## src/hw/rtl/char_lcd_nibble_writer_macros.svh

```systemverilog
// ---------------------------------------------------------------------------
// Assertion macros for the character LCD nibble writer
// Clocked on clk, disabled while rst_n is low.
// ---------------------------------------------------------------------------
`ifndef CHAR_LCD_NIBBLE_WRITER_MACROS_SVH
`define CHAR_LCD_NIBBLE_WRITER_MACROS_SVH

// same-cycle implication
`define CLNW_ASSERT_NOW(label, ante, cons) \
    label: assert property (@(posedge clk) disable iff (!rst_n) (ante) |-> (cons)) \
        else $error("assertion failed");

// next-cycle implication
`define CLNW_ASSERT_NEXT(label, ante, cons) \
    label: assert property (@(posedge clk) disable iff (!rst_n) (ante) |=> (cons)) \
        else $error("assertion failed");

`endif

```

## src/hw/rtl/clnw_pkg.sv

```systemverilog
// ---------------------------------------------------------------------------
// clnw_pkg
// Types, codes and the power-up nibble table for the nibble writer.
// ---------------------------------------------------------------------------
`timescale 1ns / 1ps

package clnw_pkg;

    typedef enum logic [1:0] {
        ACT_INIT  = 2'd0,
        ACT_INSTR = 2'd1,
        ACT_CHAR  = 2'd2,
        ACT_NONE  = 2'd3
    } action_t;

    typedef enum logic [1:0] {
        CFG_LINE_LENGTH = 2'd0,
        CFG_CHAR_WAIT   = 2'd1,
        CFG_LINE2_ADDR  = 2'd2,
        CFG_UNUSED      = 2'd3
    } cfg_index_t;

    typedef enum logic {
        ST_IDLE,
        ST_RUN
    } state_t;

    typedef struct packed {
        action_t     action;
        logic [7:0]  data;
        logic [7:0]  next_data;
        logic        string_start;
        logic [15:0] wait_us;
    } req_t;

    typedef struct packed {
        logic        rs;
        logic [3:0]  nibble;
        logic [15:0] wait_after_us;
        logic        last;
    } res_t;

    typedef struct packed {
        logic       load;
        logic       emit;
        logic [3:0] idx;
    } ctrl_cmd_t;

    typedef struct packed {
        logic       req_empty;
        logic       out_free;
        logic [3:0] count;
    } dp_status_t;

    typedef struct packed {
        logic [3:0]  nibble;
        logic [15:0] wait_us;
    } init_entry_t;

    localparam logic [3:0]  INIT_COUNT    = 4'd14;
    localparam logic [3:0]  BYTE_COUNT    = 4'd2;
    localparam logic [3:0]  LINE_COUNT    = 4'd4;
    localparam logic [7:0]  CMD_SET_ADDR  = 8'h80;
    localparam logic [7:0]  CHAR_BSLASH   = 8'h5C;
    localparam logic [7:0]  CHAR_N        = 8'h6E;
    localparam logic [7:0]  POS_MAX       = 8'hFF;
    localparam logic [7:0]  RST_LINE_LEN  = 8'd16;
    localparam logic [15:0] RST_CHAR_WAIT = 16'd40;
    localparam logic [6:0]  RST_LINE2     = 7'h40;

    function automatic init_entry_t init_nibble(input logic [3:0] idx);
        init_entry_t e;
        e = '{nibble: 4'h0, wait_us: 16'd0};
        case (idx) inside
            [4'd0:4'd2]:      e = '{nibble: 4'h3, wait_us: 16'd0};
            4'd3:             e = '{nibble: 4'h2, wait_us: 16'd40};
            4'd4:             e = '{nibble: 4'h2, wait_us: 16'd0};
            4'd5:             e = '{nibble: 4'h8, wait_us: 16'd40};
            4'd7:             e = '{nibble: 4'h8, wait_us: 16'd40};
            4'd9:             e = '{nibble: 4'h1, wait_us: 16'd2000};
            4'd11:            e = '{nibble: 4'h6, wait_us: 16'd80};
            4'd13:            e = '{nibble: 4'hC, wait_us: 16'd80};
            default:          e = '{nibble: 4'h0, wait_us: 16'd0};
        endcase
        return e;
    endfunction

endpackage

```

## src/hw/rtl/clnw_datapath.sv

```systemverilog
// ---------------------------------------------------------------------------
// clnw_datapath
// Request latch, string position, configuration and output register.
// ---------------------------------------------------------------------------
`timescale 1ns / 1ps

module clnw_datapath (
    input  logic                 clk,
    input  logic                 rst_n,
    input  clnw_pkg::req_t       req,
    input  logic                 cfg_valid,
    input  logic [1:0]           cfg_index,
    input  logic [15:0]          cfg_data,
    input  clnw_pkg::ctrl_cmd_t  cmd,
    output clnw_pkg::dp_status_t status,
    output logic                 out_valid,
    input  logic                 out_stall,
    output clnw_pkg::res_t       res
);
    import clnw_pkg::*;

    logic [7:0]  line_len_reg;
    logic [15:0] char_wait_reg;
    logic [6:0]  line2_reg;
    logic [7:0]  pos_reg, pos_next;
    action_t     act_reg;
    logic [7:0]  data_reg;
    logic [15:0] wait_reg;
    logic        line_reg, line_next;
    logic        out_valid_reg;
    res_t        res_reg, res_next;

    logic [7:0]  pos_eff;
    logic [7:0]  byte_sel;
    logic [15:0] wait_sel;
    logic        rs_sel;
    init_entry_t ie;

    always_comb
    begin
        pos_eff   = req.string_start ? 8'd0 : pos_reg;
        line_next = ((req.data == CHAR_BSLASH) && (req.next_data == CHAR_N))
                    || (pos_eff == line_len_reg);
        pos_next  = (pos_eff == POS_MAX) ? POS_MAX : pos_eff + 8'd1;
    end

    always_ff @(posedge clk or negedge rst_n)
    begin
        if (!rst_n)
        begin
            line_len_reg  <= RST_LINE_LEN;
            char_wait_reg <= RST_CHAR_WAIT;
            line2_reg     <= RST_LINE2;
            pos_reg       <= 8'd0;
            act_reg       <= ACT_NONE;
        end
        else
        begin
            if (cfg_valid)
            begin
                unique case (cfg_index_t'(cfg_index))
                    CFG_LINE_LENGTH: line_len_reg  <= cfg_data[7:0];
                    CFG_CHAR_WAIT:   char_wait_reg <= cfg_data;
                    CFG_LINE2_ADDR:  line2_reg     <= cfg_data[6:0];
                    CFG_UNUSED:      ;
                endcase
            end
            if (cmd.load)
            begin
                act_reg <= req.action;
                if (req.action == ACT_CHAR)
                begin
                    pos_reg <= pos_next;
                end
            end
        end
    end

    always_ff @(posedge clk)
    begin
        if (cmd.load)
        begin
            data_reg <= req.data;
            wait_reg <= req.wait_us;
            line_reg <= line_next;
        end
    end

    always_comb
    begin
        ie = init_nibble(cmd.idx);
        unique case (act_reg)
            ACT_INIT:  status.count = INIT_COUNT;
            ACT_INSTR: status.count = BYTE_COUNT;
            ACT_CHAR:  status.count = line_reg ? LINE_COUNT : BYTE_COUNT;
            ACT_NONE:  status.count = 4'd0;
        endcase
        status.req_empty = (req.action == ACT_NONE);
        status.out_free  = !out_valid_reg || !out_stall;

        rs_sel   = 1'b0;
        byte_sel = data_reg;
        wait_sel = wait_reg;
        if (act_reg == ACT_CHAR)
        begin
            wait_sel = char_wait_reg;
            if (line_reg && !cmd.idx[1])
            begin
                byte_sel = CMD_SET_ADDR | {1'b0, line2_reg};
            end
            else
            begin
                rs_sel = 1'b1;
            end
        end

        res_next.rs            = rs_sel;
        res_next.nibble        = cmd.idx[0] ? byte_sel[3:0] : byte_sel[7:4];
        res_next.wait_after_us = cmd.idx[0] ? wait_sel : 16'd0;
        if (act_reg == ACT_INIT)
        begin
            res_next.nibble        = ie.nibble;
            res_next.wait_after_us = ie.wait_us;
        end
        res_next.last = (cmd.idx == status.count - 4'd1);
    end

    always_ff @(posedge clk or negedge rst_n)
    begin
        if (!rst_n)
        begin
            out_valid_reg <= 1'b0;
        end
        else if (cmd.emit)
        begin
            out_valid_reg <= 1'b1;
        end
        else if (!out_stall)
        begin
            out_valid_reg <= 1'b0;
        end
    end

    always_ff @(posedge clk)
    begin
        if (cmd.emit)
        begin
            res_reg <= res_next;
        end
    end

    assign out_valid = out_valid_reg;
    assign res       = res_reg;

endmodule

```

## src/hw/rtl/clnw_controller.sv

```systemverilog
// ---------------------------------------------------------------------------
// clnw_controller
// Sequences the nibbles of one request into the output register.
// ---------------------------------------------------------------------------
`timescale 1ns / 1ps

`include "char_lcd_nibble_writer_macros.svh"

module clnw_controller (
    input  logic                 clk,
    input  logic                 rst_n,
    input  logic                 in_valid,
    output logic                 in_stall,
    input  clnw_pkg::dp_status_t status,
    output clnw_pkg::ctrl_cmd_t  cmd
);
    import clnw_pkg::*;

    state_t     st_reg, st_next;
    logic [3:0] idx_reg, idx_next;

    always_ff @(posedge clk or negedge rst_n)
    begin
        if (!rst_n)
        begin
            st_reg  <= ST_IDLE;
            idx_reg <= 4'd0;
        end
        else
        begin
            st_reg  <= st_next;
            idx_reg <= idx_next;
        end
    end

    always_comb
    begin
        st_next  = st_reg;
        idx_next = idx_reg;
        cmd.load = 1'b0;
        cmd.emit = 1'b0;
        cmd.idx  = idx_reg;
        in_stall = 1'b1;
        unique case (st_reg)
            ST_IDLE:
            begin
                in_stall = 1'b0;
                if (in_valid)
                begin
                    cmd.load = 1'b1;
                    idx_next = 4'd0;
                    if (!status.req_empty)
                    begin
                        st_next = ST_RUN;
                    end
                end
            end
            ST_RUN:
            begin
                if (status.out_free)
                begin
                    cmd.emit = 1'b1;
                    idx_next = idx_reg + 4'd1;
                    if (idx_reg == status.count - 4'd1)
                    begin
                        st_next = ST_IDLE;
                    end
                end
            end
        endcase
    end

    `CLNW_ASSERT_NOW(a_emit_free, cmd.emit, status.out_free)
    `CLNW_ASSERT_NEXT(a_load_run, cmd.load && !status.req_empty, st_reg == ST_RUN)
    `CLNW_ASSERT_NEXT(a_last_idle, cmd.emit && idx_reg == status.count - 4'd1,
                      st_reg == ST_IDLE)
    `CLNW_ASSERT_NOW(a_idx_range, st_reg == ST_RUN, idx_reg < status.count)

endmodule

```

## src/hw/rtl/char_lcd_nibble_writer.sv

```systemverilog
// ---------------------------------------------------------------------------
// char_lcd_nibble_writer
// Turns init, instruction and string-character requests into 4-bit LCD
// nibble strobes with register select and post-strobe wait.
//
//   Channel  Handshake             Payload
//   req      in_valid / in_stall   clnw_pkg::req_t
//   res      out_valid / out_stall clnw_pkg::res_t
//   cfg      cfg_valid / cfg_ready cfg_index, cfg_data
//
// A request is accepted in the idle state, then its nibbles follow: 2 for
// an instruction or plain character, 4 with a line change, 14 for init.
// The nibble sequencer emits at most one nibble per cycle into the output
// register; a stall on res holds the sequencer.
// Action 3 is accepted and produces nothing.
// Reset restores the configuration defaults and clears the string position.
// ---------------------------------------------------------------------------
`timescale 1ns / 1ps

module char_lcd_nibble_writer (
    input  logic           clk,
    input  logic           rst_n,
    input  logic           in_valid,
    output logic           in_stall,
    input  clnw_pkg::req_t req,
    output logic           out_valid,
    input  logic           out_stall,
    output clnw_pkg::res_t res,
    input  logic           cfg_valid,
    output logic           cfg_ready,
    input  logic [1:0]     cfg_index,
    input  logic [15:0]    cfg_data
);
    import clnw_pkg::*;

    ctrl_cmd_t  cmd;
    dp_status_t status;

    assign cfg_ready = 1'b1;

    clnw_controller u_ctrl (
        .clk      (clk),
        .rst_n    (rst_n),
        .in_valid (in_valid),
        .in_stall (in_stall),
        .status   (status),
        .cmd      (cmd)
    );

    clnw_datapath u_dp (
        .clk       (clk),
        .rst_n     (rst_n),
        .req       (req),
        .cfg_valid (cfg_valid),
        .cfg_index (cfg_index),
        .cfg_data  (cfg_data),
        .cmd       (cmd),
        .status    (status),
        .out_valid (out_valid),
        .out_stall (out_stall),
        .res       (res)
    );

endmodule

```

## config.mk

```make
export PLATFORM = sky130hd
export DESIGN_NAME = char_lcd_nibble_writer
export DESIGN_NICKNAME = d
export VERILOG_FILES = /design/src/hw/rtl/clnw_pkg.sv /design/src/hw/rtl/clnw_datapath.sv /design/src/hw/rtl/clnw_controller.sv /design/src/hw/rtl/char_lcd_nibble_writer.sv
export VERILOG_INCLUDE_DIRS = /design/src /design/src/hw/rtl
export SDC_FILE = /design/constraint.sdc
export NUM_CORES = 1
export LEC_CHECK = 0
export ABC_CLOCK_PERIOD_IN_PS = 2770
export BUFFER_PORTS_ARGS = -buffer_cell sky130_fd_sc_hd__buf_2
export CORE_MARGIN = 5
export CORE_UTILIZATION = 47
export CTS_CLUSTER_DIAMETER = 30
export DETAILED_ROUTE_END_ITERATION = 16
export GPL_TIMING_DRIVEN = 0
export PLACE_DENSITY = 0.7
export SETUP_SLACK_MARGIN = 0.02
export SYNTH_ARGS = -nofsm -noshare
export SYNTH_HDL_FRONTEND = slang
export SYNTH_SLANG_ARGS = --single-unit
export TNS_END_PERCENT = 10
```

## constraint.sdc

```tcl
create_clock -name clk -period 2.77 [get_ports clk]
set_clock_uncertainty 0.1 [all_clocks]
set_input_delay 0.1385 -clock clk [delete_from_list [all_inputs] [get_ports clk]]
set_output_delay 0.1385 -clock clk [all_outputs]
set_load 0.1 [all_outputs]
```

==> reports/results.txt <==
Total global routing overflow - 0
Count of flip-flops with a built-in enable after synthesis - 47
Total global routing track utilization - 18.0%
Layout overhead on the synthesized area - 27.6%
DPL Wire Length - 6810 um
Power share of the combinational group - 47.0%
Startpoint-to-endpoint class of the critical path - reg2reg
Clk pin slew, worst setup/hold paths - 0.09 ns
Clock sink count - 94
Status - completed
Seq cells post-synth - 94
Clock tree from TritonCTS - built
Endpoints failing hold - 0
Critical path startpoint - u_ctrl.st_reg$_DFF_PN0_
CP arrival - 2.48 ns
Cell at the root of the clock tree - sky130_fd_sc_hd__clkbuf_8
Layout filler cell count - 692
Reg-to-reg critical path startpoint - u_ctrl.st_reg$_DFF_PN0_
Crit path max-delay cell type - sky130_fd_sc_hd__clkinvlp_4
Commonest register cell after synthesis - sky130_fd_sc_hd__edfxtp_1
Deepest level of the CTS H-tree - 3
Gate Count Post-Synth - 330
Sw Pwr - 0.00267 W
Top Family by Delay on Critical Path - simple AND/OR/NAND/NOR gates
Wire length of the first global-routing pass - 16000 um
Critical-path maximum fanout - 30
Nature of the critical path endpoint - register
Clock Power Share - 15.3%
Power density normalized to cell area - 1030 nW/um2
Count of TritonRoute iterations in the first routing pass - 5
Final wirelength - 9710 um
Required time of the critical path - 2.95 ns
Average via count per standard cell - 5.33
Fraction of layout cells with a size suffix above 1 - 32.4%
Setup violation total in the final timing report - 0
Horizontal die dimension - 105 um
Shortest clock period the worst path allows after layout - 2.29 ns
Biggest area consumer among synthesized cells - sky130_fd_sc_hd__edfxtp_1
Filler-free cell count of the finished design - 580
Sequential-to-total area share from yosys stat - 61.0%
Top Ports - 83
Number of nets with antenna violations after detailed routing - 0
Setup TNS Final - 0 ns
Worst hold path type - in2reg
Cell count after placement - 519
Top library cells by usage in the layout, fill and taps aside - sky130_fd_sc_hd__buf_2, sky130_fd_sc_hd__edfxtp_1, sky130_fd_sc_hd__dlygate4sd3_1
Slew HR - 28.7%
Area share of the largest cell type after synthesis - 33.2%
Achievable clock frequency - 436 MHz
Area of the core - 8760 um2
Floorplan die area - 11100 um2
Y dimension of the die - 105 um
Internal power contribution - 0.00293 W
Delay contributed by the slowest stage of the critical path - 0.62 ns
Leading cell type in the layout, fill and taps excluded - sky130_fd_sc_hd__buf_2
Hold_ws - 0.0930 ns
Worst-case vdd ir drop - 481 uV
I/O Buffers - 81
# Max-Cap Violations - 0
Share of total power consumed by net switching - 47.7%
Synth unique cells - 52
DR DRC count - 0
Rows - 34
Initial antenna violation count - 0
Worst setup SP type - register
RePlAce Congestion - 0.833
R2r setup slk - 0.48 ns
Final core utilization - 62.0%
Cell types occupying the most area after synthesis - sky130_fd_sc_hd__edfxtp_1, sky130_fd_sc_hd__dfrtp_1, sky130_fd_sc_hd__mux2_2
Inserted Clock Buffers - 9
Number of nets in the layout - 530
Number of post-CTS setup repair buffers - 0
Initial standard-cell utilization of the core - 48.6%
Detailed Route Iter0 Violations - 102
Critical path cell sequence - nand2b_1 > clkinvlp_4 > nand3b_1 > nor2_1 > a21oi_1
Number of flip-flops in the largest register - 22
WP buf/inv - 1
Transition at the pin with the smallest max-transition slack - 1.07 ns
Number of buffers between clock root and the deepest sink - 2
Count of vias placed by the detailed router - 3090
ANT cells - 0
Average wire per cell in the routed design - 16.7 um
Vias in the first global route - 3211
Start point of the worst min-delay path - req[16]
Sequential share of power - 37.7%
Unrepaired setup endpoints after global routing - no
Cell area after synthesis - 4260 um2
Syn Nets - 393
Proportion of register bits with asynchronous set or reset after synthesis - 50.0%
Maximum number of pins on one net before global-route repair - 48
Clock latency of the later-clocked register in the worst-skew pair - 0.35 ns
Synth warn - 0
Slew Limit Fails - 0
Post-route fraction of the period consumed by the critical path - 82.8%
Static Leak - 2.26 nW
Average cell area after synthesis - 12.9 um2
## path summary, 6_finish.rpt
check | end | depth (start not counted)
min in group asynchronous | u_dp.pos_reg[5]$_DFFE_PN0P_ | 2
worst max-delay path | u_dp.pos_reg[0]$_DFFE_PN0P_ | 5
worst min register to register | u_dp.char_wait_reg[0]$_DFFE_PN0P_ | 1
worst min-delay path | u_dp.pos_reg[2]$_DFFE_PN0P_ | 4
max in group asynchronous | u_dp.char_wait_reg[10]$_DFFE_PN0P_ | 2
worst max register to register | u_dp.pos_reg[0]$_DFFE_PN0P_ | 5
## cell usage after synthesis, types with 2 or more instances
cell type / count
sky130_fd_sc_hd__xor2_1: 2
sky130_fd_sc_hd__clkbuf_1: 5
sky130_fd_sc_hd__mux2i_1: 12
sky130_fd_sc_hd__a31oi_1: 5
sky130_fd_sc_hd__nand3_1: 3
sky130_fd_sc_hd__a21oi_1: 20
sky130_fd_sc_hd__buf_4: 3
sky130_fd_sc_hd__ha_1: 5
sky130_fd_sc_hd__mux4_2: 3
sky130_fd_sc_hd__dfstp_2: 6
sky130_fd_sc_hd__a41oi_1: 3
sky130_fd_sc_hd__o21ai_1: 2
sky130_fd_sc_hd__buf_2: 5
sky130_fd_sc_hd__or2_2: 2
sky130_fd_sc_hd__xnor2_1: 5
sky130_fd_sc_hd__and3_1: 2
sky130_fd_sc_hd__a41o_1: 3
sky130_fd_sc_hd__nand2b_1: 4
sky130_fd_sc_hd__nor2_1: 15
sky130_fd_sc_hd__dfrtp_1: 41
sky130_fd_sc_hd__nor4bb_1: 5
sky130_fd_sc_hd__edfxtp_1: 47
sky130_fd_sc_hd__nand2_1: 38
sky130_fd_sc_hd__nand4b_1: 2
sky130_fd_sc_hd__nor3_1: 2
sky130_fd_sc_hd__nor2b_1: 4
sky130_fd_sc_hd__mux2_2: 31
sky130_fd_sc_hd__inv_1: 7
sky130_fd_sc_hd__buf_6: 3
sky130_fd_sc_hd__o21ai_0: 19
sky130_fd_sc_hd__nand3b_1: 3
sky130_fd_sc_hd__nand4_1: 3
## tightest hold or removal path: cells and delay by family
kind,cells,cell delay [ns]
and+or+nand+nor,1,0.11
buffers and inverters,2,0.21
AOI/OAI and AO/OA,1,0.05
## area by class of cell
cell class / count / area (um2) / area share [%]
tap: 108 / 135 / 2.49
clock buffer: 9 / 124 / 2.28
multi-input combinational: 213 / 1540 / 28.3
buffer: 16 / 100 / 1.84
sequential: 94 / 2590 / 47.8
inverter: 7 / 30.0 / 0.553
timing repair buffer: 126 / 856 / 15.8
clock inverter: 7 / 57.6 / 1.06
## repair_timing
item,4_1_cts,5_1_grt
hold buffers,45,0
endpoints found under the setup margin,0,4
gates resized for setup,0,1
endpoints found under the hold margin,100,0
## cells by family after synthesis
kind of cell,share of synthesized area (%)
flops,61.0
simple gates,11.6
compound gates,8.88
mux,12.6
buf+inv,2.97
xor+xnor,1.44
fa+ha+maj,1.47
other cells,0.0881
## power groups by stage
stage	logic (W)	clock network, W	registers, W
after detailed placement	0.00259	0	0.00214
after global placement	0.00254	0	0.00213
final	0.00263	0.000855	0.00211
after global routing	0.00279	0.000936	0.00216
after floorplan	0.000894	0	0.00335
after CTS	0.00264	0.000872	0.00211
## stage by stage
| stage | cell area (um2) | total power [W] | worst slack (ns) |
|---|---|---|---|
| after floorplan | 4260 | 0.00424 | 0.309 |
| after global placement | 4800 | 0.00467 | 0.270 |
| after detailed placement | 4800 | 0.00473 | 0.167 |
| after CTS | 5430 | 0.00562 | 0.153 |
| after global routing | 5430 | 0.00588 | 0.305 |
| final | 5430 | 0.00560 | 0.477 |
## routing by layer
| layer | vias to the layer above | GRT usage, % | part of all wire (%) |
|---|---|---|---|
| met2 | 77 | 29.8 | 50 |
| met4 | 0 | 5.94 | 1.8 |
| li1 | 1483 | - | - |
| met1 | 1513 | 24.0 | 43 |
| met5 | - | 0 | 0 |
| met3 | 17 | 3.33 | 4.9 |
Note: power is estimated with default switching activity, not from simulation.
